$ cat src/ggc_pkg.sv
// ----------------------------------------------------------------------------
// ggc_pkg: shared types, constants and elaboration functions
// Formats, register indexes, reset values and the CORDIC angle and gain
// tables used by the go-to-goal controller.
// ----------------------------------------------------------------------------
package ggc_pkg;

    // Micro-rotation count default
    localparam int GGC_CORDIC_STEPS_DEF = 16;

    // Datapath widths
    localparam int X_W = 36;   // CORDIC x and y, Q16.16 plus growth
    localparam int Z_W = 32;   // angle with 28 fraction bits
    localparam int W_W = 34;   // heading error with 28 fraction bits
    localparam int CFG_IDX_W  = 3;
    localparam int CFG_DATA_W = 32;

    // Angle constants, 28 fraction bits
    localparam logic signed [Z_W-1:0] ANG_PI     = 32'sd843314857;
    localparam logic signed [Z_W-1:0] ANG_TWO_PI = 32'sd1686629713;
    localparam logic signed [Z_W-1:0] ANG_PI_4   = 32'sd210828714;

    // Register indexes
    localparam logic [CFG_IDX_W-1:0] REG_LINEAR_GAIN       = 3'd0;
    localparam logic [CFG_IDX_W-1:0] REG_HEADING_GAIN      = 3'd1;
    localparam logic [CFG_IDX_W-1:0] REG_MAX_LINEAR_SPEED  = 3'd2;
    localparam logic [CFG_IDX_W-1:0] REG_MAX_ANGULAR_SPEED = 3'd3;
    localparam logic [CFG_IDX_W-1:0] REG_ARRIVE_DISTANCE   = 3'd4;

    // Register reset values
    localparam logic [15:0] RST_LINEAR_GAIN       = 16'd819;
    localparam logic [15:0] RST_HEADING_GAIN      = 16'd1065;
    localparam logic [14:0] RST_MAX_LINEAR_SPEED  = 15'd2867;
    localparam logic [14:0] RST_MAX_ANGULAR_SPEED = 15'd2458;
    localparam logic [30:0] RST_ARRIVE_DISTANCE   = 31'd3277;

    // Vector handed from cell to cell
    typedef struct packed {
        logic signed [X_W-1:0] x;
        logic signed [X_W-1:0] y;
        logic signed [Z_W-1:0] z;
        logic signed [15:0]    heading;
    } ggc_vec_t;

    // Configuration seen by the post-processing stages
    typedef struct packed {
        logic [15:0] linear_gain;
        logic [15:0] heading_gain;
        logic [14:0] max_linear_speed;
        logic [14:0] max_angular_speed;
        logic [30:0] arrive_distance;
    } ggc_cfg_t;

    // One result item
    typedef struct packed {
        logic [14:0]        linear_velocity;
        logic signed [15:0] angular_velocity;
        logic               arrived;
    } ggc_result_t;

    // Restoring unsigned division, elaboration only
    function automatic logic [63:0] ggc_udiv(input logic [63:0] num, input logic [63:0] den);
        logic [63:0] q;
        logic [64:0] rem;
        q   = '0;
        rem = '0;
        for (int b = 63; b >= 0; b--)
        begin
            rem = {rem[63:0], num[b]};
            if (rem >= {1'b0, den})
            begin
                rem  = rem - {1'b0, den};
                q[b] = 1'b1;
            end
        end
        return q;
    endfunction

    // Integer square root, elaboration only
    function automatic logic [63:0] ggc_isqrt(input logic [63:0] val);
        logic [63:0] v;
        logic [63:0] r;
        logic [63:0] bt;
        v  = val;
        r  = '0;
        bt = 64'd1 << 62;
        for (int j = 0; j < 32; j++)
        begin
            if (v >= r + bt)
            begin
                v = v - (r + bt);
                r = (r >> 1) + bt;
            end
            else
            begin
                r = r >> 1;
            end
            bt = bt >> 2;
        end
        return r;
    endfunction

    // atan(2^-step) with 28 fraction bits, from its power series
    function automatic logic signed [31:0] ggc_atan(input int unsigned step);
        logic signed [63:0] sum;
        logic signed [63:0] rnd;
        logic [63:0]        term;
        int unsigned        n;
        sum = '0;
        for (int unsigned k = 0; k < 64; k++)
        begin
            n = 2 * k + 1;
            if (step * n <= 62)
            begin
                term = ggc_udiv(64'd1 << (62 - step * n), 64'(n));
                if (k[0])
                    sum = sum - $signed(term);
                else
                    sum = sum + $signed(term);
            end
        end
        rnd = (sum + (64'sd1 <<< 33)) >>> 34;
        if (step == 0)
            return ANG_PI_4;
        return rnd[31:0];
    endfunction

    // Inverse CORDIC gain with 28 fraction bits
    function automatic logic [63:0] ggc_inv_gain(input int unsigned steps);
        logic [63:0] k2;
        logic [63:0] kq;
        k2 = 64'd1 << 30;
        for (int unsigned i = 0; i < steps; i++)
            k2 = k2 + (k2 >> (2 * i));
        kq = ggc_isqrt(k2 << 30);
        return ggc_udiv((64'd1 << 58) + (kq >> 1), kq);
    endfunction

endpackage

$ cat src/ggc_skid.sv
// ----------------------------------------------------------------------------
// ggc_skid: output register with a hold stage
// Presents result items on the output channel and parks one more item
// while the consumer stalls, so the pipeline stops on a registered flag.
// ----------------------------------------------------------------------------
module ggc_skid
    import ggc_pkg::*;
(
    input  logic        clk,
    input  logic        rst_n,
    input  logic        in_valid,
    input  ggc_result_t in_res,
    output logic        full,
    output logic        out_valid,
    input  logic        out_ready,
    output ggc_result_t out_res
);

    logic        main_valid_reg;
    logic        main_valid_next;
    ggc_result_t main_reg;
    ggc_result_t main_next;
    logic        hold_valid_reg;
    logic        hold_valid_next;
    ggc_result_t hold_reg;
    ggc_result_t hold_next;
    logic        take;

    assign take = in_valid && !hold_valid_reg;

    // Refill the output register from the hold stage first, else park
    always_comb
    begin
        main_valid_next = main_valid_reg;
        main_next       = main_reg;
        hold_valid_next = hold_valid_reg;
        hold_next       = hold_reg;
        if (!main_valid_reg || out_ready)
        begin
            if (hold_valid_reg)
            begin
                main_valid_next = 1'b1;
                main_next       = hold_reg;
                hold_valid_next = 1'b0;
            end
            else
            begin
                main_valid_next = take;
                if (take)
                    main_next = in_res;
            end
        end
        else if (take)
        begin
            hold_valid_next = 1'b1;
            hold_next       = in_res;
        end
    end

    // Hold flags
    always_ff @(posedge clk or negedge rst_n)
    begin
        if (!rst_n)
        begin
            main_valid_reg <= 1'b0;
            hold_valid_reg <= 1'b0;
        end
        else
        begin
            main_valid_reg <= main_valid_next;
            hold_valid_reg <= hold_valid_next;
        end
    end

    // Hold payloads
    always_ff @(posedge clk)
    begin
        main_reg <= main_next;
        hold_reg <= hold_next;
    end

    assign full      = hold_valid_reg;
    assign out_valid = main_valid_reg;
    assign out_res   = main_reg;

endmodule

$ cat config.mk
export PLATFORM = sky130hd
export DESIGN_NAME = ggc_skid
export DESIGN_NICKNAME = d
export VERILOG_FILES = /design/src/ggc_pkg.sv /design/src/ggc_skid.sv
export SDC_FILE = /design/constraint.sdc
export NUM_CORES = 1
export LEC_CHECK = 0
export BUFFER_PORTS_ARGS = -buffer_cell sky130_fd_sc_hd__buf_2
export CAP_MARGIN = 40
export CORE_MARGIN = 2
export CORE_UTILIZATION = 30
export DETAILED_ROUTE_END_ITERATION = 8
export SLEW_MARGIN = 20
export SYNTH_ARGS = -nofsm -noshare
export SYNTH_HDL_FRONTEND = slang
export SYNTH_SLANG_ARGS = --single-unit
$ cat constraint.sdc
create_clock -name clk -period 4.65 [get_ports clk]
set_clock_uncertainty 0.05 [all_clocks]
set_input_delay 0.93 -clock clk [delete_from_list [all_inputs] [get_ports clk]]
set_output_delay 0.93 -clock clk [all_outputs]
set_load 0.05 [all_outputs]
After elaboration in Yosys (flattened, before gate mapping). Index checks and enable logic that the tools add are counted.

$add $sub $neg: 0. Multiply operators: 0. Divide/modulo/power cells: 0. Order comparisons: 0. Eq/ne operators: 0. Shifts and indexed selects: 0. Muxes and demuxes: 5. Bitwise gates (word level): 1. Reductions and logical operators: 8.

Operators with widths (count): $mux W32 (2); $reduce_and A2 Y1 (2); $reduce_bool A2 Y1 (2); $mux W1 (3); $logic_not A1 Y1 (2); $logic_and A1 B1 Y1 (1); $logic_or A1 B1 Y1 (1); $not A1 Y1 (1).

Register bits after elaboration: 66. Bits in latches: 0. Memory bits (writable): 0. Bits in read-only memories: 0. Bits of input ports: 36. Output and inout port bits: 34. Memories: 0.

Logic depth before layout (Yosys ltp).
Depth after elaboration: 4. Gate-level depth with buffers: 3. Mapped depth without buffers: 2.

Least setup slack after synthesis. Ideal clock, no wire load.

Path type: input to register. Start: input out_ready. End: register hold_reg[0] (netlist name) (enable). Library setup time: 0.468 ns. Arrival time: 3.542 ns. Path slack: 0.590 ns. Cell stages on the path: 2. Path through: nand2b_1 > nor3b_1.

Word-level cells in the longest chain between the ends: 3.

RTL lines: start, declared (line ggc_skid.sv:15) `input logic out_ready,`; $logic_or A1 B1 Y1 (line ggc_skid.sv:38) `if (!main_valid_reg || out_ready)`; $not A1 Y1 (no line); $reduce_and A2 Y1 (no line); end signal, assigned (line ggc_skid.sv:79) `hold_reg <= hold_next;`; end, declared (line ggc_skid.sv:25) `ggc_result_t hold_reg;`.

No other way between the ends. A chain may end at the register's enable or synchronous reset.

Final worst setup path.
Start: register hold_valid_reg (netlist: full). End: output full.

RTL lines: start, declared (line ggc_skid.sv:23) `logic hold_valid_reg;`; start signal, assigned (line ggc_skid.sv:71) `hold_valid_reg <= hold_valid_next;`; end, declared (line ggc_skid.sv:13) `output logic full,`.

No word-level cell between the ends.

==> flow_metrics.py <==
metrics = {
    "run_status": {
        "outcome": "finished clean",
    },
    "final_layout": {
        "layoutNonFillerInstCount": 297,
        "drive_gt1_frac": 0.635,
        "num_antenna_cells": 0,
        "fill_cells": 728,
        "final_net_count": 223,
        "syn_to_final_growth_pct": 26.3,
        "fin_area_sq_um": 3210,
    },
    "placement": {
        "dp_slack_ps": 2230,
        "globalplace.congestion": 0.710,
        "port_buffers": 69,
        "place_area_sq_um": 3020,
        "place_hpwl_um": 2980,
        "dp.cells": 281,
    },
    "global_route": {
        "grt_max_degree": 29,
        "grt_pass1_wl_um": 6090,
        "grt_usage": 0.0941,
        "gr-total-overflow": 0,
        "antenna_found_initial": 0,
        "grt_pass1_vias": 1165,
    },
    "floorplan": {
        "core_area_sq_um": 8220,
        "dieArea_sq_um": 9230,
        "initial_core_util": 0.310,
        "die_h_um": 96.1,
        "fp-row-count": 33,
        "die-width_um": 96.1,
        "boundaryPins": 70,
    },
    "cts": {
        "clk_latency_ps": 330,
        "h-tree-depth": 3,
        "cts_hold_buf": 0,
        "cts_made_buffers": 9,
        "clockRootBuffer": "clkbuf_8",
        "cts_tree": "built",
        "clkTransAtPathRegs_ps": 70,
        "cts.sinks": 66,
        "post_cts_buffers": 0,
        "post_cts_resized": 0,
        "clockBufferDepth": 2,
    },
    "setup_path": {
        "path_buf_inv": 1,
        "slowest_delay_ps": 570,
        "worstPathArrival_ps": 1220,
        "reg2regPathDepth": 2,
        "path_delay_family": "flip-flops",
        "startpoint_type": "flop",
        "r2r-end": "hold_reg[24]",
        "required_ps": 3670,
        "crit_chain": "buf_2",
        "reg2reg_slack_ps": 2920,
        "reg2reg_from": "full",
        "slowest_stage": "dfrtp_2",
        "crit_fanout": 12,
        "cp-end-kind": "output pin",
        "cp.depth": 1,
        "criticalPathCategory": "flop to output pin",
    },
    "yosys": {
        "synth_area_per_cell_sq_um": 23.6,
        "synthTopCellsByCount": "64 x edfxtp_1, 29 x mux2_4, 3 x buf_12, 3 x mux2_2",
        "ys_warn_count": 0,
        "synth_xor_area_frac": 0,
        "synth_area_leader_cell": "edfxtp_1",
        "syn-num-nets": 144,
        "synthSimpleGateAreaFrac": 0.0123,
        "synthAdderAreaFrac": 0,
        "synth_edf_count": 64,
        "synth_area_leaders": "edfxtp_1 76%, mux2_4 17%, buf_12 2.4%",
        "syn_area_sq_um": 2540,
        "synthCells": 108,
        "synth_top_area_frac": 0.756,
        "ys_seq_area_frac": 0.775,
        "synthArstFlopShare": 0.0303,
        "synthDistinctLibCells": 11,
        "synth_compound_area_frac": 0,
        "synthFlopType": "edfxtp_1",
        "muxShareOfSynthArea": 0.184,
        "ys_ff_latch": 66,
        "yosysMostFrequentCell": "edfxtp_1",
        "synth_top_family_by_area": "multiplexers",
    },
    "timing": {
        "worst_pin_slew_ps": 369,
        "slew_viol_final": 0,
        "timing.setup.tns_ps": 0,
        "finalHoldViolCount": 0,
        "fin_crit_ps": 2200,
        "max_clock_freq_ghz": 0.454,
        "finalSetupViolCount": 0,
        "rsz0062_at_grt": "no",
        "period_share": 0.474,
        "setup_ws_ps": 2450,
        "slew_headroom": 0.754,
    },
    "routing": {
        "drc_errors": 0,
        "post_drt_wl_per_cell_um": 13.9,
        "vias": 1182,
        "antenna_left": 0,
        "drt_first_pass_iters": 3,
        "dr.first_iter.drc_count": 58,
        "postRouteWirelength_um": 4140,
        "post_drt_via_cell_ratio": 3.98,
    },
    "power_and_ir_drop": {
        "peakVddDrop_uv": 228,
        "power.leakage_nw": 1.26,
        "cellPowerDensity_nw_per_um2": 429,
    },
    "run": {
        "cap_violations": 0,
    },
    "min_path": {
        "hp-class": "input port to async pin",
    },
}
==> worst register-to-register path, stage by stage (launching register included) <==
cell and delay [ps]:
dfrtp_2 530, nor3b_2 370, buf_4 410
==> metrics by stage <==
| stage | power [mW] | utilization | hold WS [ps] |
|---|---|---|---|
| global route | 1.44 | 0.391 | 295 |
| global placement | 0.932 | 0.362 | 478 |
| floorplan | 0.886 | - | 473 |
| detailed placement | 0.941 | 0.367 | 482 |
| CTS | 1.40 | 0.391 | 301 |
| finish | 1.38 | 0.391 | 322 |
==> cell usage in the layout, fill, tap and decap left out, drive strengths merged <==
cell and instances:
nor3b 1, clkbuf 9, mux2 32, nand2b 1, nor2b 1, nand2 1
clkinv 3, clkinvlp 3, nor2 2, edfxtp 64, bufinv 1, dfrtp 2
buf 72
==> worst max-delay path by stage <==
| stage | start | endpoint | slack [ps] |
|---|---|---|---|
| 2_1_floorplan | out_ready | hold_reg[0] | 590 |
| 3_3_place_gp | full | out_res[3] | 2120 |
| 3_5_place_dp | out_ready | hold_reg[3] | 2230 |
| 4_1_cts | full | full | 2410 |
| 5_1_grt | full | full | 2370 |
| 6_report | full | full | 2450 |
==> per-layer routing <==
metal / global-route usage / vias to the layer above / share of wire
met5: 0 / - / 0
met4: 0.0500 / 0 / 0.011
met3: 0.0360 / 4 / 0.065
met2: 0.149 / 45 / 0.50
met1: 0.111 / 551 / 0.42
li1: - / 582 / -
==> cell families after synthesis <==
kind of cell / count (synthesis)
buffers and inverters: 4
AND/OR/NAND/NOR: 6
multiplexers: 32
flip-flops: 66
==> layout make-up <==
class	count	area, sq um	share of cell area
flip-flops and latches	66	1970	0.614
multi-input cells	38	513	0.160
repair buffers	72	400	0.125
well taps	105	131	0.0409
clock buffers	9	124	0.0386
clock inverters	7	70.1	0.0218
==> where the power goes <==
group          internal (mW)  leakage, nW  switching, mW
Combinational         0.0729        0.546          0.138
Sequential             0.701        0.624         0.0133
Clock                  0.245       0.0889          0.207
Total                   1.02         1.26          0.358
No activity file was read; power rests on OpenSTA's default activity.
