--- src/ggc_pkg.sv ---
// ----------------------------------------------------------------------------
// ggc_pkg: shared types, constants and elaboration functions
// Formats, register indexes, reset values and the CORDIC angle and gain
// tables used by the go-to-goal controller.
// ----------------------------------------------------------------------------
package ggc_pkg;

    // Micro-rotation count default
    localparam int GGC_CORDIC_STEPS_DEF = 16;

    // Datapath widths
    localparam int X_W = 36;   // CORDIC x and y, Q16.16 plus growth
    localparam int Z_W = 32;   // angle with 28 fraction bits
    localparam int W_W = 34;   // heading error with 28 fraction bits
    localparam int CFG_IDX_W  = 3;
    localparam int CFG_DATA_W = 32;

    // Angle constants, 28 fraction bits
    localparam logic signed [Z_W-1:0] ANG_PI     = 32'sd843314857;
    localparam logic signed [Z_W-1:0] ANG_TWO_PI = 32'sd1686629713;
    localparam logic signed [Z_W-1:0] ANG_PI_4   = 32'sd210828714;

    // Register indexes
    localparam logic [CFG_IDX_W-1:0] REG_LINEAR_GAIN       = 3'd0;
    localparam logic [CFG_IDX_W-1:0] REG_HEADING_GAIN      = 3'd1;
    localparam logic [CFG_IDX_W-1:0] REG_MAX_LINEAR_SPEED  = 3'd2;
    localparam logic [CFG_IDX_W-1:0] REG_MAX_ANGULAR_SPEED = 3'd3;
    localparam logic [CFG_IDX_W-1:0] REG_ARRIVE_DISTANCE   = 3'd4;

    // Register reset values
    localparam logic [15:0] RST_LINEAR_GAIN       = 16'd819;
    localparam logic [15:0] RST_HEADING_GAIN      = 16'd1065;
    localparam logic [14:0] RST_MAX_LINEAR_SPEED  = 15'd2867;
    localparam logic [14:0] RST_MAX_ANGULAR_SPEED = 15'd2458;
    localparam logic [30:0] RST_ARRIVE_DISTANCE   = 31'd3277;

    // Vector handed from cell to cell
    typedef struct packed {
        logic signed [X_W-1:0] x;
        logic signed [X_W-1:0] y;
        logic signed [Z_W-1:0] z;
        logic signed [15:0]    heading;
    } ggc_vec_t;

    // Configuration seen by the post-processing stages
    typedef struct packed {
        logic [15:0] linear_gain;
        logic [15:0] heading_gain;
        logic [14:0] max_linear_speed;
        logic [14:0] max_angular_speed;
        logic [30:0] arrive_distance;
    } ggc_cfg_t;

    // One result item
    typedef struct packed {
        logic [14:0]        linear_velocity;
        logic signed [15:0] angular_velocity;
        logic               arrived;
    } ggc_result_t;

    // Restoring unsigned division, elaboration only
    function automatic logic [63:0] ggc_udiv(input logic [63:0] num, input logic [63:0] den);
        logic [63:0] q;
        logic [64:0] rem;
        q   = '0;
        rem = '0;
        for (int b = 63; b >= 0; b--)
        begin
            rem = {rem[63:0], num[b]};
            if (rem >= {1'b0, den})
            begin
                rem  = rem - {1'b0, den};
                q[b] = 1'b1;
            end
        end
        return q;
    endfunction

    // Integer square root, elaboration only
    function automatic logic [63:0] ggc_isqrt(input logic [63:0] val);
        logic [63:0] v;
        logic [63:0] r;
        logic [63:0] bt;
        v  = val;
        r  = '0;
        bt = 64'd1 << 62;
        for (int j = 0; j < 32; j++)
        begin
            if (v >= r + bt)
            begin
                v = v - (r + bt);
                r = (r >> 1) + bt;
            end
            else
            begin
                r = r >> 1;
            end
            bt = bt >> 2;
        end
        return r;
    endfunction

    // atan(2^-step) with 28 fraction bits, from its power series
    function automatic logic signed [31:0] ggc_atan(input int unsigned step);
        logic signed [63:0] sum;
        logic signed [63:0] rnd;
        logic [63:0]        term;
        int unsigned        n;
        sum = '0;
        for (int unsigned k = 0; k < 64; k++)
        begin
            n = 2 * k + 1;
            if (step * n <= 62)
            begin
                term = ggc_udiv(64'd1 << (62 - step * n), 64'(n));
                if (k[0])
                    sum = sum - $signed(term);
                else
                    sum = sum + $signed(term);
            end
        end
        rnd = (sum + (64'sd1 <<< 33)) >>> 34;
        if (step == 0)
            return ANG_PI_4;
        return rnd[31:0];
    endfunction

    // Inverse CORDIC gain with 28 fraction bits
    function automatic logic [63:0] ggc_inv_gain(input int unsigned steps);
        logic [63:0] k2;
        logic [63:0] kq;
        k2 = 64'd1 << 30;
        for (int unsigned i = 0; i < steps; i++)
            k2 = k2 + (k2 >> (2 * i));
        kq = ggc_isqrt(k2 << 30);
        return ggc_udiv((64'd1 << 58) + (kq >> 1), kq);
    endfunction

endpackage

--- src/ggc_post.sv ---
// ----------------------------------------------------------------------------
// ggc_post: distance scaling, heading error and velocity laws
// Six registered stages after the CORDIC chain: gain correction of the
// distance, bearing wrap, arrival test and the two clamped products.
// ----------------------------------------------------------------------------
module ggc_post
    import ggc_pkg::*;
#(
    parameter int CORDIC_STEPS = GGC_CORDIC_STEPS_DEF
)
(
    input  logic        clk,
    input  logic        rst_n,
    input  logic        adv,
    input  logic        in_valid,
    input  ggc_vec_t    in_vec,
    input  ggc_cfg_t    cfg,
    output logic        out_valid,
    output ggc_result_t out_res
);

    localparam logic [63:0] INV_GAIN_FULL = ggc_inv_gain(CORDIC_STEPS);
    localparam logic [27:0] INV_GAIN      = INV_GAIN_FULL[27:0];
    localparam int          NSTG          = 6;

    logic [NSTG-1:0] valid_reg;

    // Stage 1
    logic [45:0]           s1_plo_reg;
    logic [44:0]           s1_phi_reg;
    logic signed [Z_W-1:0] s1_z_reg;
    logic signed [15:0]    s1_heading_reg;
    // Stage 2
    logic [33:0]           s2_dist_reg;
    logic signed [W_W-1:0] s2_w_reg;
    // Stage 3
    logic                  s3_arrived_reg;
    logic [31:0]           s3_dist_reg;
    logic signed [W_W-1:0] s3_w_reg;
    // Stage 4
    logic                  s4_arrived_reg;
    logic [47:0]           s4_lin_prod_reg;
    logic                  s4_neg_reg;
    logic [31:0]           s4_mag_reg;
    // Stage 5
    logic                  s5_arrived_reg;
    logic [14:0]           s5_lin_reg;
    logic                  s5_neg_reg;
    logic [47:0]           s5_ang_prod_reg;
    // Stage 6
    ggc_result_t           s6_res_reg;

    logic [34:0]           x_mag;
    logic [61:0]           dist_sum;
    logic signed [W_W-1:0] w_wrap;
    logic [48:0]           lin_sum;
    logic [32:0]           lin_full;
    logic [48:0]           ang_sum;
    logic [20:0]           ang_full;
    logic [14:0]           ang_sat;
    ggc_result_t           res_next;

    assign x_mag    = in_vec.x[34:0];
    assign dist_sum = 62'(s1_plo_reg) + (62'(s1_phi_reg) << 18) + (62'd1 << 27);
    assign w_wrap   = (s2_w_reg > W_W'(ANG_PI)) ? s2_w_reg - W_W'(ANG_TWO_PI) : s2_w_reg;
    assign lin_sum  = 49'(s4_lin_prod_reg) + (49'd1 << 15);
    assign lin_full = lin_sum[48:16];
    assign ang_sum  = 49'(s5_ang_prod_reg) + (49'd1 << 27);
    assign ang_full = ang_sum[48:28];
    assign ang_sat  = (ang_full > 21'(cfg.max_angular_speed)) ? cfg.max_angular_speed
                                                              : ang_full[14:0];

    // Zero both speeds on arrival, sign the turn rate otherwise
    always_comb
    begin
        res_next.arrived = s5_arrived_reg;
        if (s5_arrived_reg)
        begin
            res_next.linear_velocity  = '0;
            res_next.angular_velocity = '0;
        end
        else
        begin
            res_next.linear_velocity  = s5_lin_reg;
            res_next.angular_velocity = s5_neg_reg ? -$signed({1'b0, ang_sat})
                                                   : $signed({1'b0, ang_sat});
        end
    end

    // Advance valid bits
    always_ff @(posedge clk or negedge rst_n)
    begin
        if (!rst_n)
            valid_reg <= '0;
        else if (adv)
            valid_reg <= {valid_reg[NSTG-2:0], in_valid};
    end

    // Advance payload through the stages
    always_ff @(posedge clk)
    begin
        if (adv)
        begin
            // split distance product, map bearing into 0 to 2pi
            s1_plo_reg     <= 46'(x_mag[17:0]) * 46'(INV_GAIN);
            s1_phi_reg     <= 45'(x_mag[34:18]) * 45'(INV_GAIN);
            s1_z_reg       <= in_vec.z[Z_W-1] ? in_vec.z + ANG_TWO_PI : in_vec.z;
            s1_heading_reg <= in_vec.heading;
            // join partial products, subtract yaw
            s2_dist_reg    <= dist_sum[61:28];
            s2_w_reg       <= W_W'(s1_z_reg) - (W_W'(s1_heading_reg) <<< 15);
            // arrival test, saturate distance for the multiplier, wrap once
            s3_arrived_reg <= (s2_dist_reg <= 34'(cfg.arrive_distance));
            s3_dist_reg    <= (|s2_dist_reg[33:32]) ? 32'hFFFF_FFFF : s2_dist_reg[31:0];
            s3_w_reg       <= w_wrap;
            // linear product, error magnitude
            s4_arrived_reg  <= s3_arrived_reg;
            s4_lin_prod_reg <= 48'(s3_dist_reg) * 48'(cfg.linear_gain);
            s4_neg_reg      <= s3_w_reg[W_W-1];
            s4_mag_reg      <= s3_w_reg[W_W-1] ? 32'(-s3_w_reg) : 32'(s3_w_reg);
            // angular product, clamp linear speed
            s5_arrived_reg  <= s4_arrived_reg;
            s5_lin_reg      <= (lin_full > 33'(cfg.max_linear_speed)) ? cfg.max_linear_speed
                                                                      : lin_full[14:0];
            s5_neg_reg      <= s4_neg_reg;
            s5_ang_prod_reg <= 48'(s4_mag_reg) * 48'(cfg.heading_gain);
            // final result
            s6_res_reg      <= res_next;
        end
    end

    assign out_valid = valid_reg[NSTG-1];
    assign out_res   = s6_res_reg;

endmodule

--- config.mk ---
export PLATFORM = sky130hd
export DESIGN_NAME = ggc_post
export DESIGN_NICKNAME = d
export VERILOG_FILES = /design/src/ggc_pkg.sv /design/src/ggc_post.sv
export SDC_FILE = /design/constraint.sdc
export NUM_CORES = 2
export LEC_CHECK = 0
export BUFFER_PORTS_ARGS = -buffer_cell sky130_fd_sc_hd__buf_2
export CAP_MARGIN = 15
export CORE_AREA = 2 2 388 390
export CTS_BUF_LIST = sky130_fd_sc_hd__clkbuf_8
export CTS_CLUSTER_SIZE = 8
export DETAILED_ROUTE_END_ITERATION = 8
export DIE_AREA = 0 0 390 392
export PLACE_DENSITY_LB_ADDON = 0.1
export SLEW_MARGIN = 20
export SYNTH_ARGS = -nofsm -noshare
export SYNTH_HDL_FRONTEND = slang
export SYNTH_SLANG_ARGS = --single-unit
--- constraint.sdc ---
create_clock -name clk -period 21.2 [get_ports clk]
set_input_delay 4.24 -clock clk [delete_from_list [all_inputs] [get_ports clk]]
set_output_delay 4.24 -clock clk [all_outputs]
set_load 0.02 [all_outputs]
==> Word-level counts from Yosys, hierarchy flattened <==
Index checks and enable logic that the tools add are counted.
{ "classes": {"addsub": 9, "shift": 0, "n_bitwise": 1, "n_eq_ne": 0, "magnitude_cmp": 4, "div": 0, "multipliers": 4, "n_mux": 6, "reduce_logical": 2} }
{ "op_table": {"columns": ["op", "n"], "rows": [
  ["$mul A32 B16 Y48", 2],
  ["$add A46 B62 Y62", 1],
  ["$add A62 B28 Y62 const B", 1],
  ["$add A48 B16 Y49 const B", 1],
  ["$add A48 B28 Y49 const B", 1],
  ["$mul A18 B28 Y46 const B", 1],
  ["$mux W15", 3],
  ["$mul A17 B28 Y44 const B", 1],
  ["$gt A34 B31 Y1 const B", 1],
  ["$le A34 B31 Y1", 1],
  ["$mux W34", 1],
  ["$sub A34 B32 Y34 const B", 1],
  ["$gt A33 B15 Y1", 1],
  ["$sub A32 B31 Y33", 1],
  ["$add A32 B32 Y32 const B", 1],
  ["$mux W32", 1],
  ["$neg A32 Y32", 1],
  ["$mux W31", 1],
  ["$gt A21 B15 Y1", 1],
  ["$neg A15 Y16", 1],
  ["$reduce_or A2 Y1", 2],
  ["$not A1 Y1", 1]
]} }
{ "totals": {"output_inout_bits": 33, "latchBits": 0, "romBits": 0, "mem_bits_rw": 0, "mem_count": 0, "register_bits": 458, "in_bits": 217} }

==> Depth between registers and ports, before layout <==
{ "depth": {"depth_word": 5, "mapped_depth": 26} }

==> Worst setup path before layout <==
OpenSTA, ideal clock, no wires.
{ "synth_timing": {"path_kind": "input to register", "startpoint": "in cfg[73] (netlist name)", "endpoint": "reg s5_ang_prod_reg[47], data pin", "path_stages": 23, "required_ps": 20940, "t_arrival_ps": 10364, "setup_time_ps": 260, "slack_ps": 10576, "path_buffers": 1, "cell_sequence": "clkbuf_1 > nand2_1 > fa_1 > inv_1 > fa_1 > fa_1 > fa_1 > fa_1 > inv_1 > fa_1 > inv_1 > ha_1 > a21o_1 > a211oi_1 > a21oi_1 > o21a_1 > or3_1 > a221o_1 > a41oi_2 > o21ai_1 > a21oi_1 > o21bai_1 > xnor2_1"} }
{ "synth_between": {"elab_chain_cells": 1} }
{ "synth_lines": {"columns": ["element", "line", "source"], "rows": [
  ["start, declared", "ggc_post.sv:17", "input ggc_cfg_t cfg,"],
  ["$mul A32 B16 Y48", "ggc_post.sv:126", "s5_ang_prod_reg <= 48'(s4_mag_reg) * 48'(cfg.heading_gain);"],
  ["end signal, assigned", "ggc_post.sv:126", null],
  ["end, declared", "ggc_post.sv:49", "logic [47:0] s5_ang_prod_reg;"]
]} }
No other way between the ends.
A chain may end at the register's enable or synchronous reset.

==> Worst setup path in the final report <==
{ "layout_timing": {"startpoint": "in cfg[78] (netlist name)", "endpoint": "reg s4_lin_prod_reg[36], data pin"} }
{ "layout_between": {"elab_chain_cells": 1} }
{ "layout_lines": {"columns": ["element", "line", "source"], "rows": [
  ["$mul A32 B16 Y48", "ggc_post.sv:118", "s4_lin_prod_reg <= 48'(s3_dist_reg) * 48'(cfg.linear_gain);"],
  ["end signal, assigned", "ggc_post.sv:118", null],
  ["end, declared", "ggc_post.sv:42", "logic [47:0] s4_lin_prod_reg;"]
]} }
No other way between the ends.

==> metrics.yaml <==
status: "complete, no violations"
period_minus_slack_ns: 11.45
die_w_um: 390
reg2reg_to: "s4_lin_prod_reg[36]$_DFFE_PP_"
drtIter0Drc: 2476
routed_wl_um: 168000
largest_reg_flops: 44
rows: 142
clock.fmax_mhz: 87.4
viasPerCell: 5.09
r2r_start: "s3_dist_reg[10]$_SDFFCE_PN1P_"
dp_hpwl_um: 132000
slew_headroom_pct: 28.1
hold_viol: 0
dr_total_vias: 44400
synth-seq-cells: 396
worstPathRequired_ns: 21.66
avgSynthCellArea_um2: 10.1
ys.flop_type: "edfxtp_1"
synth_edf_count: 390
clock_sink_count: 396
clock-root-buffer: "clkbuf_8"
multi_input_area_mm2: 0.0479
port_buffers: 212
drive_above_1_share_pct: 5.70
wl_per_cell_um: 19.2
cp-start-kind: "input port"
async_reset_ff_share_pct: 1.52
regArea_mm2: 0.0119
cts_hold_buf: 0
cp_max_fo: 31
rsz0062_at_grt: "no"
drc: 0
arrival_ns: 11.91
worst_pin_slew_ns: 1.08
die_height_um: 392
hold_depth: 0
antenna_found_initial: 8
fillers: 14100
syn-cell-area_mm2: 0.0664
fin_crit_sh_pct: 54.0
r2r_cells: 22
dp_slack_ns: 9.15
core-area_mm2: 0.149
synth_top_area_cell: "fa_1"
finalWorstSetupSlack_ns: 9.75
dr.pass1.iters: 5
cts.repair.resized: 0
synth.distinct_cells: 76
syn_nets: 8716
ios: 250
path_clk_slew_ns: 0.08
grt_pass1_wl_um: 270000
slew_violations: 0
maxCapViolCount: 0
hp-class: "flop to flop"
grtUsageTotal_pct: 22.9
cp-end-kind: "flop"
r2r_slack_ns: 12.99
dieArea_mm2: 0.153
cts_tree: "built"
ant_nets: 0
clk_latency_ns: 0.79
finalSetupViolations: 0
synthCells: 6598
finalSetupTns_ns: 0
cts_buffer_depth: 3
hold_end: "s4_arrived_reg$_DFFE_PP_"
netlist.area_leader.share_pct: 37.2
grt_overflow_total: 0
final_nets: 8834
area_growth_pct: 6.54
yosys_warnings: 0
grt_pass1_vias: 47600
worstSetupPathType: "input port to flop"
ys_seq_area_share_pct: 17.9
cts_setup_buffers: 0
cts_buffers: 76
min_from: "s3_arrived_reg$_DFFE_PP_"
grt_max_degree: 91
start_util_pct: 44.6
htreeDepth: 3
place.gp.congestion: 0.920
synth_area_leaders: "fa_1 37%, edfxtp_1 18%, ha_1 13%, inv_1 8.9%, and2_1 4.3%"
skew_ns: 0.0537
-- layout by cell type, fill, tap and decap left out, types with 42 or more instances in the layout --
cell      netlist  layout
a21o_1        105     105
a21oi_1       135     135
nor2b_1        42      42
ha_1          669     669
edfxtp_1      390     390
xnor2_1       200     200
inv_1        1574    1598
nand3_1        65      65
nor3_1         47      47
buf_2           6     211
xor2_1         84      84
and2_1        456     456
nor2_1        137     137
o21ai_0        81      81
or3_1          50      50
clkbuf_8        0      76
nand2_1       715     715
fa_1         1232    1232
-- layout make-up --
cell class / count / share of cell area, %
flip-flops and latches: 396 / 16.8
clock inverters: 55 / 0.499
repair buffers: 234 / 1.76
multi-input cells: 4434 / 67.7
diodes: 8 / 0.0283
clock buffers: 76 / 1.48
well taps: 1944 / 3.44
inverters: 1574 / 8.35
-- how the worst max path moves through the flow --
stage            start                             to  cells after the start
2_1_floorplan  cfg[73]  s5_ang_prod_reg[47]$_DFFE_PP_                     23
3_3_place_gp   cfg[78]  s4_lin_prod_reg[36]$_DFFE_PP_                     23
3_5_place_dp   cfg[78]  s4_lin_prod_reg[35]$_DFFE_PP_                     23
4_1_cts        cfg[78]  s4_lin_prod_reg[36]$_DFFE_PP_                     23
5_1_grt        cfg[78]  s4_lin_prod_reg[35]$_DFFE_PP_                     23
6_report       cfg[78]  s4_lin_prod_reg[36]$_DFFE_PP_                     23
-- worst max-delay path: stages --
cell and delay, ns:
buf_2 0.65, nand2_1 0.17, fa_1 0.54, fa_1 0.59, fa_1 0.45, fa_1 0.54
inv_1 0.05, fa_1 0.48, inv_1 0.05, fa_1 0.48, inv_1 0.05, ha_1 0.30
a21oi_1 0.13, a21oi_1 0.09, a211oi_1 0.74, a211oi_1 0.31, o211ai_1 0.61, nand2b_1 0.18
a21oi_1 0.31, o21ai_1 0.18, a21o_1 0.25, a221oi_1 0.32, xnor2_1 0.16
-- logic make-up (layout without fill, tap and decap cells) --
group                      Yosys count  after routing  share of synthesized area [%]
AOI/OAI and AO/OA                  505            505                           5.06
xor gates and xnor gates           284            284                           3.75
adders and majority gates         1901           1901                           49.8
buffers and inverters             1768           1939                           10.0
DFF                                396            396                           17.9
muxes                               47             47                          0.763
other                                0              8                              0
and+or+nand+nor                   1697           1697                           12.8
-- cell usage after synthesis, drive strengths merged, types with 4 or more instances --
cell,count
inv,1574
o221ai,5
o211ai,8
nor3,49
a221o,7
xnor2,200
fa,1232
and3,34
and4,22
o21a,24
clkbuf,185
a221oi,8
a21o,105
dfrtp,6
a211oi,16
nand3,65
nand3b,6
o22ai,6
or3,50
xor2,84
edfxtp,390
o2111ai,4
mux2i,18
or2,15
nand2,715
nor4,8
nand4,41
o41ai,7
mux2,29
buf,9
ha,669
or4,8
and2,456
o21ai,87
o31ai,16
a31oi,20
nor2,137
o21bai,15
nor4b,5
a21boi,10
nor2b,42
nand2b,35
a41oi,4
a21oi,138
-- routing by layer --
metal | vias to the layer above | track usage [%] | share of wire [%]
li1 | 20600 | - | -
met5 | - | 0 | 0.029
met1 | 22500 | 33.8 | 48
met2 | 1077 | 35.3 | 44
met3 | 197 | 4.26 | 6.2
met4 | 8 | 4.24 | 1.8
-- per-stage QoR --
stage	utilization, %	instance area [um2]	hold WS, ns	cells
after detailed placement	46.5	69300	0.405	8581
after global routing	47.5	70700	0.394	8718
after floorplan	-	66400	0.400	6598
after CTS	47.5	70700	0.386	8712
final	47.5	70700	0.368	8721
after global placement	46.5	69300	0.405	8581
Power is not shown: default switching activity piles up to over one toggle a cycle in this logic, so the estimate is an artifact.
