$ cat config.mk
export PLATFORM = sky130hd
export DESIGN_NAME = ggc_cordic_cell
export DESIGN_NICKNAME = d
export VERILOG_FILES = /design/src/ggc_pkg.sv /design/src/ggc_cordic_cell.sv
export SDC_FILE = /design/constraint.sdc
export NUM_CORES = 1
export LEC_CHECK = 0
export ABC_AREA = 1
export ABC_CLOCK_PERIOD_IN_PS = 800
export BUFFER_PORTS_ARGS = -buffer_cell sky130_fd_sc_hd__buf_2
export CAP_MARGIN = 20
export CORE_UTILIZATION = 58
export DETAILED_ROUTE_END_ITERATION = 7
export PLACE_DENSITY_LB_ADDON = 0.1
export SETUP_SLACK_MARGIN = 0.4
export SLEW_MARGIN = 20
export SYNTH_ARGS = -nofsm -noshare
export SYNTH_HDL_FRONTEND = slang
export SYNTH_SLANG_ARGS = --single-unit
$ cat constraint.sdc
create_clock -name clk -period 0.8 [get_ports clk]
set_input_delay 0.08 -clock clk [delete_from_list [all_inputs] [get_ports clk]]
set_output_delay 0.08 -clock clk [all_outputs]
set_load 0.01 [all_outputs]
$ cat src/ggc_pkg.sv
// ----------------------------------------------------------------------------
// ggc_pkg: shared types, constants and elaboration functions
// Formats, register indexes, reset values and the CORDIC angle and gain
// tables used by the go-to-goal controller.
// ----------------------------------------------------------------------------
package ggc_pkg;

    // Micro-rotation count default
    localparam int GGC_CORDIC_STEPS_DEF = 16;

    // Datapath widths
    localparam int X_W = 36;   // CORDIC x and y, Q16.16 plus growth
    localparam int Z_W = 32;   // angle with 28 fraction bits
    localparam int W_W = 34;   // heading error with 28 fraction bits
    localparam int CFG_IDX_W  = 3;
    localparam int CFG_DATA_W = 32;

    // Angle constants, 28 fraction bits
    localparam logic signed [Z_W-1:0] ANG_PI     = 32'sd843314857;
    localparam logic signed [Z_W-1:0] ANG_TWO_PI = 32'sd1686629713;
    localparam logic signed [Z_W-1:0] ANG_PI_4   = 32'sd210828714;

    // Register indexes
    localparam logic [CFG_IDX_W-1:0] REG_LINEAR_GAIN       = 3'd0;
    localparam logic [CFG_IDX_W-1:0] REG_HEADING_GAIN      = 3'd1;
    localparam logic [CFG_IDX_W-1:0] REG_MAX_LINEAR_SPEED  = 3'd2;
    localparam logic [CFG_IDX_W-1:0] REG_MAX_ANGULAR_SPEED = 3'd3;
    localparam logic [CFG_IDX_W-1:0] REG_ARRIVE_DISTANCE   = 3'd4;

    // Register reset values
    localparam logic [15:0] RST_LINEAR_GAIN       = 16'd819;
    localparam logic [15:0] RST_HEADING_GAIN      = 16'd1065;
    localparam logic [14:0] RST_MAX_LINEAR_SPEED  = 15'd2867;
    localparam logic [14:0] RST_MAX_ANGULAR_SPEED = 15'd2458;
    localparam logic [30:0] RST_ARRIVE_DISTANCE   = 31'd3277;

    // Vector handed from cell to cell
    typedef struct packed {
        logic signed [X_W-1:0] x;
        logic signed [X_W-1:0] y;
        logic signed [Z_W-1:0] z;
        logic signed [15:0]    heading;
    } ggc_vec_t;

    // Configuration seen by the post-processing stages
    typedef struct packed {
        logic [15:0] linear_gain;
        logic [15:0] heading_gain;
        logic [14:0] max_linear_speed;
        logic [14:0] max_angular_speed;
        logic [30:0] arrive_distance;
    } ggc_cfg_t;

    // One result item
    typedef struct packed {
        logic [14:0]        linear_velocity;
        logic signed [15:0] angular_velocity;
        logic               arrived;
    } ggc_result_t;

    // Restoring unsigned division, elaboration only
    function automatic logic [63:0] ggc_udiv(input logic [63:0] num, input logic [63:0] den);
        logic [63:0] q;
        logic [64:0] rem;
        q   = '0;
        rem = '0;
        for (int b = 63; b >= 0; b--)
        begin
            rem = {rem[63:0], num[b]};
            if (rem >= {1'b0, den})
            begin
                rem  = rem - {1'b0, den};
                q[b] = 1'b1;
            end
        end
        return q;
    endfunction

    // Integer square root, elaboration only
    function automatic logic [63:0] ggc_isqrt(input logic [63:0] val);
        logic [63:0] v;
        logic [63:0] r;
        logic [63:0] bt;
        v  = val;
        r  = '0;
        bt = 64'd1 << 62;
        for (int j = 0; j < 32; j++)
        begin
            if (v >= r + bt)
            begin
                v = v - (r + bt);
                r = (r >> 1) + bt;
            end
            else
            begin
                r = r >> 1;
            end
            bt = bt >> 2;
        end
        return r;
    endfunction

    // atan(2^-step) with 28 fraction bits, from its power series
    function automatic logic signed [31:0] ggc_atan(input int unsigned step);
        logic signed [63:0] sum;
        logic signed [63:0] rnd;
        logic [63:0]        term;
        int unsigned        n;
        sum = '0;
        for (int unsigned k = 0; k < 64; k++)
        begin
            n = 2 * k + 1;
            if (step * n <= 62)
            begin
                term = ggc_udiv(64'd1 << (62 - step * n), 64'(n));
                if (k[0])
                    sum = sum - $signed(term);
                else
                    sum = sum + $signed(term);
            end
        end
        rnd = (sum + (64'sd1 <<< 33)) >>> 34;
        if (step == 0)
            return ANG_PI_4;
        return rnd[31:0];
    endfunction

    // Inverse CORDIC gain with 28 fraction bits
    function automatic logic [63:0] ggc_inv_gain(input int unsigned steps);
        logic [63:0] k2;
        logic [63:0] kq;
        k2 = 64'd1 << 30;
        for (int unsigned i = 0; i < steps; i++)
            k2 = k2 + (k2 >> (2 * i));
        kq = ggc_isqrt(k2 << 30);
        return ggc_udiv((64'd1 << 58) + (kq >> 1), kq);
    endfunction

endpackage

$ cat src/ggc_cordic_cell.sv
// ----------------------------------------------------------------------------
// ggc_cordic_cell: one vectoring micro-rotation
// Rotates the vector toward the x axis by atan(2^-STEP), accumulates the
// angle and hands the registered result to the next cell.
// ----------------------------------------------------------------------------
module ggc_cordic_cell
    import ggc_pkg::*;
#(
    parameter int STEP = 0
)
(
    input  logic     clk,
    input  logic     rst_n,
    input  logic     adv,
    input  logic     in_valid,
    input  ggc_vec_t in_vec,
    output logic     out_valid,
    output ggc_vec_t out_vec
);

    localparam logic signed [Z_W-1:0] ATAN = Z_W'(ggc_atan(STEP));

    logic signed [X_W-1:0] x_cur;
    logic signed [X_W-1:0] y_cur;
    logic signed [X_W-1:0] x_sh;
    logic signed [X_W-1:0] y_sh;
    logic                  valid_reg;
    ggc_vec_t              vec_reg;
    ggc_vec_t              vec_next;

    // Rotate toward the x axis, direction from the sign of y
    always_comb
    begin
        x_cur = in_vec.x;
        y_cur = in_vec.y;
        x_sh  = x_cur >>> STEP;
        y_sh  = y_cur >>> STEP;
        vec_next.heading = in_vec.heading;
        if (!y_cur[X_W-1])
        begin
            vec_next.x = x_cur + y_sh;
            vec_next.y = y_cur - x_sh;
            vec_next.z = in_vec.z + ATAN;
        end
        else
        begin
            vec_next.x = x_cur - y_sh;
            vec_next.y = y_cur + x_sh;
            vec_next.z = in_vec.z - ATAN;
        end
    end

    // Advance valid bit
    always_ff @(posedge clk or negedge rst_n)
    begin
        if (!rst_n)
            valid_reg <= 1'b0;
        else if (adv)
            valid_reg <= in_valid;
    end

    // Advance payload
    always_ff @(posedge clk)
    begin
        if (adv)
            vec_reg <= vec_next;
    end

    assign out_valid = valid_reg;
    assign out_vec   = vec_reg;

endmodule

==> flow_results.org, run 1 <==
** Synthesis
- Fraction of synthesis flops using an asynchronous set or reset pin :: 0.833%
- Number of warnings reported in the yosys synthesis log :: 0
- Post-synthesis cell type with the largest combined area :: edfxtp_1
- Number of instances in the synthesized netlist :: 2029
- Post-synth EDFFs :: 119
- Synth Register Bits :: 120
- Avg Cell Area, Syn :: 6.63 sq um
- Syn_nets :: 2295
- In the post-synthesis netlist, the biggest area contributors are edfxtp_1 (27%), nand2_1 (17%), ha_1 (13%).
- In this run the biggest area consumer among cell types represents 26.6% of the synthesized area.
- Sequential-to-total area share from yosys stat :: 26.7%
- Synthesis instantiated 47 different standard cells from the library.
- For this run, the leading register cell type out of synthesis is edfxtp_1.
- Mapped cell area :: 13500 sq um

** Global routing
- Overall track demand over capacity in global routing :: 80.5%
- The first global-routing pass estimated 144 mm of wire.
- Pin count of the biggest net entering global routing :: 62
- Total gr overflow :: 73
- Via count of the first global-routing pass :: 23449

** Die
- For this configuration, the core starts out at a cell density of 59.2%.
- Die height :: 154 microns
- 245 I/O pins were placed.
- Die extent in x :: 154 microns
- Number of standard-cell rows in the floorplan :: 55

** Clocking
- H-tree levels :: 4
- In this run, CTS created clock tree buffers numbering 17.
- In this run the clock root is driven by a clkbuf_16.
- The clock passes through at most 2 buffers.
- The clock net in this run drives a total of 120 sinks.

** Outcome
- The first error in the log reads "[ERROR GRT-0116] Global routing finished with congestion. Check the congestion regions in the DRC Viewer".
- It got as far as global routing and failed there.
- Run status :: aborted with a tool error

** Placement
- HPWL reported at the end of detailed placement :: 41.7 mm
- The congestion estimate from routability-driven global placement came to 1.06.
- Count of buffers from port buffering :: 244
- Dpl cells :: 2869
==> cells in the mapped netlist, types with 10 or more instances <==
library cell,instances
nand2_1,597
inv_1,316
nor2_1,176
nand3_1,168
a21oi_1,155
ha_1,138
edfxtp_1,119
o21ai_0,92
xor2_1,44
buf_4,23
o21bai_1,21
nor3_1,16
nor2_2,13
buf_2,12
nand2_2,12
nand4_1,12
o21ai_1,12
o22ai_1,10
==> stage by stage <==
step,cell area (sq um),hold WS [ns],setup slack [ns],TNS (ns),utilization (%)
2_1_floorplan,15000,-0.216,-1.05,-75.79,-
3_3_place_gp,18900,-0.146,-1.30,-111.62,83.2
3_5_place_dp,18900,-0.144,-1.38,-119.56,83.2
4_1_cts,21600,-0.188,-0.700,-85.24,95.0
==> routing by layer <==
layer / overflow / GRT usage [%]
met3: 3 / 68.8
met4: 31 / 80.6
met5: 1 / 44.7
met2: 33 / 96.1
met1: 5 / 78.3
==> cell families after synthesis <==
kind of cell | after synthesis | share of synthesized area [%]
compound gates | 318 | 12.9
xor+xnor | 52 | 3.39
fa+ha+maj | 142 | 13.4
buf+inv | 371 | 11.3
flops | 120 | 26.7
mux | 2 | 0.158
simple gates | 1024 | 32.1
==> what timing repair did <==
item	in CTS
gates cloned	2
endpoints found under the setup margin	286
endpoints found under the hold margin	21
hold buffers	1
setup buffers	49
resized for setup	416
pin swaps	146
==> run 2, diff against run 1 <==
CORE_UTILIZATION = 40   (was 58)
PLACE_DENSITY_LB_ADDON = 0.15   (was 0.1)
SETUP_SLACK_MARGIN = default   (was 0.4)
==> flow_results.org, run 2 <==
** Critical path
- Critical path data required time :: 0.96 ns
- Data arrival time of the critical path :: 1.95 ns
- The critical path crosses 15 cells after its start point.
- On the critical path the largest part of the delay comes from simple AND/OR/NAND/NOR gates.
- The critical path goes through buf_8 > inv_8 > ha_4 > buf_12 > buf_6 > nor2_4 > and2_4 > nand2_2 > nor2_1 > nand2_1 > nand3_4 > buf_6 > nand2_4 > nand3_2 > o21ai_1.
- Highest fanout seen on the critical path :: 5
- Counting cells, the worst reg-to-reg path comes to 3.
- The worst setup path is launched from a primary input.
- The worst setup path is captured at a register.
- Cell occurring most often along the worst timing path :: buf_6
- The slowest stage of the critical path is the and2_4 cell.
- The critical path in this run is classified as primary input to register.
- Worst path max stage delay :: 0.22 ns
- Bufs and invs on worst path :: 5

** Synthesis
- The top cell type by area accounts for 26.6% of the synthesized area.
- In the post-synthesis netlist, the biggest area contributors are edfxtp_1 (27%), nand2_1 (17%), ha_1 (13%).
- The netlist uses 47 different library cells.
- After synthesis, the mean cell area works out to 6.63 sq um.
- edfxtp_1 takes more of the synthesized area than any other cell.
- Synth Register Bits :: 120
- Counting flops with an async set or reset pin after synthesis yields a share of 0.833%.
- During synthesis, Yosys emitted a total of 0 warnings.
- Most used flip-flop cell after synthesis :: edfxtp_1
- Sequential-to-total area share from yosys stat :: 26.7%
- Post-synth EDFFs :: 119
- Most frequent cell after synthesis :: nand2_1
- Ranked by instance count, the synthesized netlist is headed by nand2_1 (597), inv_1 (316), nor2_1 (176), nand3_1 (168), a21oi_1 (155).
- Counting every instance in the synthesized netlist gives 2029.
- Mapped cell area :: 13500 sq um
- Counting every net in the synthesized netlist gives 2295.

** Drt
- After detailed routing, the average wire length per cell comes to 19.0 microns.
- Number of nets still failing antenna checks after routing :: 0
- The first routing iteration left 1366 violations.
- In the routed layout, each cell is associated on average with a via count of 5.33.
- Total routed wirelength :: 60.9 mm
- DRC errors left :: 0
- Vias :: 17047
- The first TritonRoute pass finished after 7 iterations.

** Clocking
- Insertion delay to the later sink of the worst-skew pair :: 0.44 ns
- Clock transition at the register clock pins on the worst setup and hold paths after CTS :: 0.07 ns
- TritonCTS built the clock tree.
- H-tree levels :: 4
- Clock tree synthesis inserted a total of 17 buffers.
- Maximum buffer depth of the clock tree :: 2
- CTS Sinks :: 120
- In this run the clock root is driven by a clkbuf_16.

** Global routing
- Number of antenna violations at the first check in global routing :: 0
- Global routing consumed, on the met2 layer, 55.7% of the routing resources.
- Overall track demand over capacity in global routing :: 32.4%
- Total gr overflow :: 0
- Pin count of the biggest net entering global routing :: 62
- Wire length of the first global-routing pass :: 85.1 mm
- For this run, global-route usage on met1 was measured as 41.5%.
- Via count of the first global-routing pass :: 16266
- Global Route met3 Usage :: 3.76%
- Grt peak-use layer :: met2

** Final layout
- Across the whole layout, storage elements account for 3600 sq um.
- Number of antenna cells inserted :: 0
- Final std cell area, no fill :: 24200 sq um
- Area used by multi-input combinational logic :: 12300 sq um
- The library cell used most frequently in the layout, excluding fill and tap cells, is nand2_1.
- The count of cells in the finished layout, fillers not included, comes to 3200.
- In the final layout, the share of cells above drive strength 1 is 55.3%.
- In the layout the commonest cells are nand2_1 (400), buf_4 (391), inv_1 (222).
- Largest register FFs :: 119
- The area growth from synthesis to layout is 80.2%.
- Number of fill cells :: 2448
- Net total in the final layout :: 3011
- Utilization of the core after routing :: 73.9%

** Placement
- Dpl cells :: 3054
- The congestion estimate from routability-driven global placement came to 0.984.
- Post-DP Area :: 19400 sq um
- HPWL reported at the end of detailed placement :: 43.2 mm
- Buffers placed on the I/O ports in this run total 244.

** Run
- Across the run, the number of max-cap violations was 0.

** Hold path
- Hold/Removal Path Class :: primary input to register
- The worst hold path passes through 3 cells.

** Timing
- Count of final max-slew check failures :: 0
- On the final layout, the worst clock skew is 0 ns.
- Post-route minimum period :: 1.79 ns
- RSZ-0062 raised after global routing :: yes
- Final setup violation count :: 221
- Fraction of the cycle the final worst path needs :: 224%
- Headroom to the max-slew limit came out at 44.4%.
- After layout, the worst setup slack is -0.992 ns.
- Actual transition at the worst max-transition pin :: 0.835 ns
- Based on the critical path, the design can be clocked at up to 558 MHz.
- The number of failing hold endpoints at the final stage is 0.

** Outcome
- Failing checks :: setup timing
- The flow ran to the end, but the final reports show violations.

** Power
- Net Sw Frac :: 41.2%
- Flop pwr share :: 24.3%
- The clock network is responsible for 23.1% of the overall power.
- Combinational fraction of design power :: 52.6%
- Across the VDD grid, the largest voltage drop is 1.62 mV.
- Overall power consumption after layout is estimated at 34.2 mW.
- Power Internal :: 20.1 mW
- In this run the power density over the cells is 1410 nW/um^2.
- The analysis attributes to cell leakage a power of 11.5 nW.
- The analysis attributes to net switching a power of 14.1 mW.

** Die
- For this configuration, the core starts out at a cell density of 41.0%.
- Ports placed on the boundary :: 245
- CORE AREA :: 32800 sq um
- The die is 185 microns tall.
- The die is 185 microns wide.
- Number of standard-cell rows in the floorplan :: 66
- The die covers 34400 sq um.
-- run 2: layout make-up --
| cell class | count | area share [%] |
|---|---|---|
| clock inverter | 15 | 0.640 |
| multi-input combinational | 1538 | 50.8 |
| tap | 442 | 2.28 |
| sequential | 120 | 14.8 |
| inverter | 324 | 5.67 |
| timing repair inverter | 1 | 0.124 |
| clock buffer | 17 | 1.75 |
| timing repair buffer | 743 | 23.9 |
-- run 2: power groups by stage --
stage	logic, mW	registers (mW)	clock network, mW
finish	18.0	8.32	7.89
global route	19.1	8.41	8.11
CTS	15.5	8.31	7.88
detailed placement	13.5	8.43	0
global placement	13.4	8.42	0
floorplan	7.06	8.90	0
-- run 2: worst register-to-register path, delay by kind of cell, from the launching register on --
family	cells	cell delay [ns]
multiplexers	1	0.25
buffers and inverters	2	0.25
flip-flops	1	0.37
-- run 2: layer usage --
metal  wire length, microns  vias to the layer above
met5                      0                        -
met4                   2740                        0
met1                  24800                     7969
met2                  28900                      897
met3                   4530                      204
li1                       -                     7977
-- run 2: final timing paths --
path / to / slack (ns) / startpoint
hold / removal: out_vec[48] / 0.03 / in_vec[84]
setup reg to reg: out_valid / -0.18 / out_valid
max in group asynchronous: out_valid / 0.22 / rst_n
setup / recovery: out_vec[103] / -0.99 / in_vec[53]
hold reg to reg: out_valid / 0.68 / out_valid
min in group asynchronous: out_valid / 0.48 / rst_n
-- run 2: cells by family (layout without fill, tap and decap cells) --
group                      Yosys count  in the layout  synth area share, %
muxes                                2              2                0.158
xor gates and xnor gates            52             52                 3.39
and+or+nand+nor                   1024           1024                 32.1
adders and majority gates          142            142                 13.4
DFF                                120            120                 26.7
AOI/OAI and AO/OA                  318            318                 12.9
buffers and inverters              371           1100                 11.3
-- run 2: through the flow --
step                      hold WS [ns]  setup slack [ns]  setup TNS, ns
after CTS                       0.0237            -0.698         -84.31
after global routing            0.0500             -1.03        -103.15
after detailed placement        -0.143             -1.38        -120.49
after global placement          -0.145             -1.34        -116.94
final                           0.0293            -0.992         -95.35
after floorplan                 -0.216             -1.05         -75.79
-- run 2: timing repair --
item / 4_1_cts / 5_1_grt
gates resized for setup: 429 / 416
gates cloned: 2 / 0
setup endpoints to repair: 221 / 221
setup buffers: 47 / 57
endpoints found under the hold margin: 22 / 0
pin swaps: 137 / 201
hold buffers: 22 / 0
(Power assumes the default switching activity.)
==> run 3, diff against run 2 <==
BUFFER_PORTS_ARGS = default   (was -buffer_cell sky130_fd_sc_hd__buf_2)
DONT_BUFFER_PORTS = 1   (was default)
GPL_TIMING_DRIVEN = 0   (was default)
==> flow_results.org, run 3 (same netlist as run 2, synthesis figures left out) <==
** Timing
- The final number of max-transition violations was 0.
- In this run the tightest slew margin relative to its limit is 32.2%.
- Post-route minimum period :: 1.57 ns
- Final hold violation count :: 120
- RSZ-0062 raised after global routing :: yes
- Setup TNS Final :: -76.28 ns
- Fraction of the cycle the final worst path needs :: 196%
- Worst-case clock skew :: 0 ns
- At the pin with the least slew margin, the transition time is 1.02 ns.
- Across all setup checks in the final design, the least slack found is -0.772 ns.
- Setup violations remaining at the end of the flow were counted as 220.
- Fmax :: 636 MHz
- Min Hold Slack :: -0.256 ns

** Die
- Ports placed on the boundary :: 245
- Die extent in x :: 185 microns
- From bottom edge to top edge, the die measures 185 microns.
- The floorplan step defined a die boundary enclosing 34400 sq um.
- The initial utilization of the core area, before any placement, comes to 41.0%.
- Number of standard-cell rows in the floorplan :: 66
- The total area inside the core boundary comes to 32800 sq um.

** Hold path
- The path with the worst hold slack has its endpoint at out_vec[80].
- Hold path startpoint :: adv
- The worst hold path was traced through 0 stages.
- The min-delay analysis places its worst path in the category primary input to register.

** Critical path
- Counting cells, the worst reg-to-reg path comes to 1.
- Worst reg2reg setup slack :: -0.02 ns
- The worst register-to-register path ends at out_valid.
- Highest fanout seen on the critical path :: 16
- In this run the critical register-to-register path is launched from out_valid.
- At the worst endpoint, the required time is 0.99 ns.
- Data arrival time of the critical path :: 1.76 ns
- Worst setup startpoint :: in_vec[83]
- STA classifies the critical path endpoint as a register.
- Kind of critical path :: primary input to register
- Startpoint type of the worst setup path :: primary input

** Placement
- Before CTS, the worst setup slack after placement is -1.62 ns.
- Count of buffers from port buffering :: 0
- Gpl congestion :: 0.947
- The HPWL after detailed placement is 41.6 mm.

** Global routing
- Overall track demand over capacity in global routing :: 31.8%
- Met2 usage in global routing :: 54.0%
- The number of global-route vias before repair is 14429.
- Number of antenna violations at the first check in global routing :: 1
- For met3 alone, demand over resource in global routing was 5.31%.
- Total gr overflow :: 0
- The first global-routing pass estimated 81.3 mm of wire.
- Grt peak-use layer :: met2
- Pin count of the biggest net entering global routing :: 121
- Grt met1 use :: 40.0%

** Final layout
- The register with the most flip-flops in the layout has 119 of them.
- At the end of the flow, the number of nets in the layout was 2511.
- Leaving out fill and tap cells, the most frequent cell in the layout is nand2_1.
- Commonest non-fill, non-tap cells in the layout :: nand2_1 (366), inv_1 (220), nand2_2 (160)
- Of the cells placed in the final design, the portion with a size suffix greater than 1 is 47.6%.
- Compared with the post-synthesis result, the final layout area differs by 59.1%.
- 0 antenna diodes ended up in the layout.

** Clocking
- Maximum buffer depth of the clock tree :: 2
- CTS built an H-tree with a depth of 4.
- Number of buffers added by the clock tree synthesis step :: 17
- After clock tree synthesis, the clock-pin slew on the worst setup and hold paths is 0.08 ns.
- In this run the clock root is driven by a clkbuf_16.
- Insertion delay to the later sink of the worst-skew pair :: 0.44 ns
- In this run, post-CTS hold repair placed 24 buffers.
- TritonCTS clock tree :: done
- CTS Sinks :: 120

** Drt
- The detailed router finished its first iteration with 1004 violations.
- For this block, the routed nets add up to 58.2 mm of wire.
- Post-detailed-route via-to-cell ratio :: 5.56
- Detail-routed net length per standard cell :: 21.6 microns
- Vias :: 15000
- TritonRoute pass-1 iters :: 7
- DRC errors left :: 0
- Number of nets still failing antenna checks after routing :: 0

** Outcome
- The checks that failed: hold timing, setup timing.
- The run finished, with violations left.

** Power
- Static Leakage :: 9.54 nW
- IR analysis of the VDD net gives a maximum drop of 1.58 mV.
- Power per cell area :: 1500 nW/um^2

** Run
- Max cap viols :: 0
==> run 3: cell count changes in the layout (fill, tap and decap cells not counted), moves of 11 or more <==
cell / change
a21oi_2: -11
nand2_1: -34
nor2_1: +12
buf_8: -11
ha_1: +22
nand3_1: -35
o21ai_1: -12
nand2_2: +18
nand2_4: +11
nand3_2: +29
buf_2: -203
buf_4: -290
ha_4: -14
==> run 3: worst max path at each step <==
| stage | endpoint | slack (ns) |
|---|---|---|
| after floorplan | out_vec[47] | -1.05 |
| after global placement | out_vec[41] | -1.61 |
| after detailed placement | out_vec[45] | -1.62 |
| after CTS | out_vec[43] | -0.78 |
| after global routing | out_vec[45] | -0.79 |
| final | out_vec[43] | -0.77 |
==> run 3: critical path, cell delays in order <==
cell      delay [ns]
buf_12          0.09
clkinv_8        0.05
buf_16          0.14
buf_16          0.16
ha_4            0.31
nand2_4         0.05
o21ai_4         0.18
nand2_1         0.08
nand2_2         0.11
a21o_1          0.21
nand3_2         0.12
nand4_1         0.09
nand2_1         0.06
==> run 3: final cells by class <==
cell class              instances  area (sq um)
plain buffers                  40           526
clock buffers                  17           425
clock inverters                15           176
fillers                      2683         11400
inverters                     324          1450
multi-input cells            1538         12700
flip-flops and latches        120          3600
well taps                     442           553
repair buffers                204          2000
==> run 3: report_power, final <==
part	leakage, nW	switching, mW	internal (mW)
Clock	0.293	3.87	4.48
Combinational	8.07	8.81	6.03
Sequential	1.17	0.865	8.12
==> run 3: metal layers <==
layer,part of all wire [%],vias to the layer above
li1,-,6971
met1,40,7162
met2,47,705
met5,0,-
met4,4.5,0
met3,8.0,162
==> run 3: what timing repair did <==
item                       CTS  global route
gates cloned                 4             1
setup endpoints to repair  220           221
hold endpoints to repair   143           120
buffers inserted           114            71
pin swaps                  233           235
gates resized for setup    543           370
==> run 3: stage by stage <==
step	utilization [%]	cell area, sq um	hold WS [ns]	instances	power [mW]
6_report	65.3	21400	-0.256	2700	32.2
5_1_grt	65.3	21400	-0.266	2700	33.5
4_1_cts	59.7	19600	-0.252	2641	29.9
3_5_place_dp	47.6	15600	-0.216	2471	18.6
3_3_place_gp	47.6	15600	-0.216	2471	18.5
2_1_floorplan	-	15000	-0.216	2029	16.0
==> run 4, diff against run 3 <==
SKIP_LAST_GASP = 1   (was default)
==> flow_results.org, run 4 (same netlist as run 2, synthesis figures left out) <==
** Outcome
- Run status :: finished, violations left
- The final reports fail on hold timing, setup timing.

** Die
- CORE AREA :: 32800 sq um
- The die covers 34400 sq um.
- Die height :: 185 microns
- In this run the count of I/O pins placed on the die edge is 245.
- Initial core utilization :: 41.0%
- Die extent in x :: 185 microns
- Number of standard-cell rows in the floorplan :: 66

** Final layout
- Net total in the final layout :: 2511
- Leading cell type in the layout, fill and taps excluded :: nand2_1
- Area growth syn-to-layout :: 58.7%
- The repair_antennas step left the layout with diodes totalling 0.
- Leaving out fill and tap cells, the most frequent cells in the layout are nand2_1 (358), inv_1 (230), nand2_2 (174).
- Largest register FFs :: 119
- The filler cells instantiated in the layout total 2722.
- Proportion of layout cells with a drive suffix above 1 :: 47.1%

** Clocking
- Clock tree synthesis inserted a total of 17 buffers.
- Insertion delay to the later sink of the worst-skew pair :: 0.43 ns
- Clock transition at the register clock pins on the worst setup and hold paths after CTS :: 0.08 ns
- Total of hold buffers inserted after clock tree synthesis :: 24
- H-tree levels :: 4
- CTS Sinks :: 120
- Maximum buffer depth of the clock tree :: 2
- TritonCTS built the clock tree.
- CTS placed an instance of clkbuf_16 at the clock tree root.

** Drt
- TritonRoute pass-1 iters :: 7
- After detailed routing, the average wire length per cell comes to 21.4 microns.
- After detailed routing, the number of vias per cell comes to 5.57.
- Vias :: 15043
- Total routed wire length on the met1 layer :: 23.5 mm
- For this block, the routed nets add up to 57.8 mm of wire.
- Wire segments on met3 add up to 4.40 mm in the final route.
- The highest layer touched by signal routing is met4.
- The first routing iteration left 1142 violations.
- Summed over all nets, wire length on met2 after detailed routing comes to 27.3 mm.
- For this run, design rule violations remaining after detail routing come to 0.
- The count of nets left with antenna violations once routing finished came out at 0.

** Timing
- The number of failing hold endpoints at the final stage was 120.
- For the pin with the worst max-slew slack, the measured transition is 1.04 ns.
- On the final layout, the worst hold slack is -0.254 ns.
- Post-layout worst setup margin :: -0.778 ns
- Worst-case clock skew :: 0 ns
- Relative slew margins :: 30.5%
- Setup TNS Final :: -77.68 ns
- Dividing the final minimum period by the clock period gives 197%.
- After layout, the minimum clock period comes to 1.58 ns.
- Setup violations remaining at the end of the flow were counted as 221.
- Setup repair after global routing could not meet its margin everywhere.
- Count of final max-slew check failures :: 0
- Fmax :: 634 MHz

** Critical path
- Sequence of cells on the critical path :: buf_12 > clkinv_8 > buf_16 > buf_16 > ha_4 > nand2_4 > o21ai_4 > nand2_1 > nand2_2 > a21o_1 > nand3_2 > nand4_1 > nand2_1
- Worst path max stage delay :: 0.31 ns
- CP max stage cell :: ha_4
- Data arrival time of the critical path :: 1.76 ns
- Kind of critical path :: primary input to register
- STA classifies the critical path startpoint as a primary input.
- In this run the worst path has a maximum fanout of 16.
- Category of the worst setup path capture point :: register
- Critical path data required time :: 0.98 ns

** Placement
- Count of buffers from port buffering :: 0
- Gpl congestion :: 0.947
- HPWL reported at the end of detailed placement :: 41.6 mm

** Power
- Static Leakage :: 9.46 nW
- IR analysis of the VDD net gives a maximum drop of 1.54 mV.
- Power per cell area :: 1500 nW/um^2
- Summing internal, switching and leakage power gives 32.0 mW.

** Global routing
- Entering global routing, the biggest net connects 121 pins.
- Global routing used 31.8% of the available tracks across all layers.
- For this run the aggregate overflow at the end of global routing stands at 0.
- The initial antenna violation count is 1.
- Wire length of the first global-routing pass :: 81.1 mm
- The number of global-route vias before repair came to 14401.

** Hold path
- Hold/Removal Path Class :: primary input to register

** Run
- Max cap viols :: 0
==> run 4: cell types whose count changed in the layout (fill, tap and decap cells not counted), sizes merged <==
cell	delta
clkbuf	+1
clkinv	-1
buf	-1
inv	+1
==> run 4: metrics by stage <==
step                util (%)  setup WS, ns  instances  instance area [sq um]
finish                  65.1        -0.778       2700                  21300
global route            65.1        -0.813       2700                  21300
CTS                     59.3        -0.778       2641                  19400
detailed placement      47.6         -1.62       2471                  15600
global placement        47.6         -1.61       2471                  15600
floorplan                  -         -1.05       2029                  15000
==> run 4: path summary, 6_finish.rpt <==
| kind | start | endpoint | slack [ns] | cells after the start |
|---|---|---|---|---|
| worst max-delay path | in_vec[83] | out_vec[43] | -0.78 | 13 |
| worst min-delay path | adv | out_vec[80] | -0.25 | 0 |
| worst max register to register | out_valid | out_valid | -0.02 | 1 |
| worst min register to register | out_valid | out_valid | 0.62 | 1 |
| max in group asynchronous | rst_n | out_valid | 0.31 | 2 |
| min in group asynchronous | rst_n | out_valid | 0.39 | 2 |
==> run 4: critical path: cells and delay by family <==
kind | cells | cell delay [ns]
AO/OA/AOI/OAI | 2 | 0.39
buffers and inverters | 4 | 0.44
AND/OR/NAND/NOR | 6 | 0.51
adder cells (fa/ha/maj) | 1 | 0.31
==> run 4: area by class of cell <==
cell class	count	area, sq um	area share, %
multi-input combinational	1538	12700	59.3
sequential	120	3600	16.9
timing repair buffer	205	2010	9.40
inverter	324	1440	6.75
tap	442	553	2.59
buffer	39	497	2.33
clock buffer	17	425	1.99
clock inverter	15	176	0.826
==> run 4: metal layers <==
metal / vias up / GRT usage, %
met3: 172 / 5.56
met4: 0 / 12.2
li1: 6981 / -
met5: - / 0
met1: 7144 / 39.8
met2: 746 / 53.9
==> run 4: report_power, final <==
group / internal [mW] / switching, mW / leakage, nW
clock: 4.48 / 3.83 / 0.293
sequential: 8.12 / 0.869 / 1.17
combinational: 5.95 / 8.75 / 8.00
==> run 4: timing repair <==
action	in CTS	in global routing
buffers inserted	114	70
gates resized for setup	506	383
cloned	4	1
endpoints found under the hold margin	143	120
endpoints found under the setup margin	220	221
pin swaps	228	242
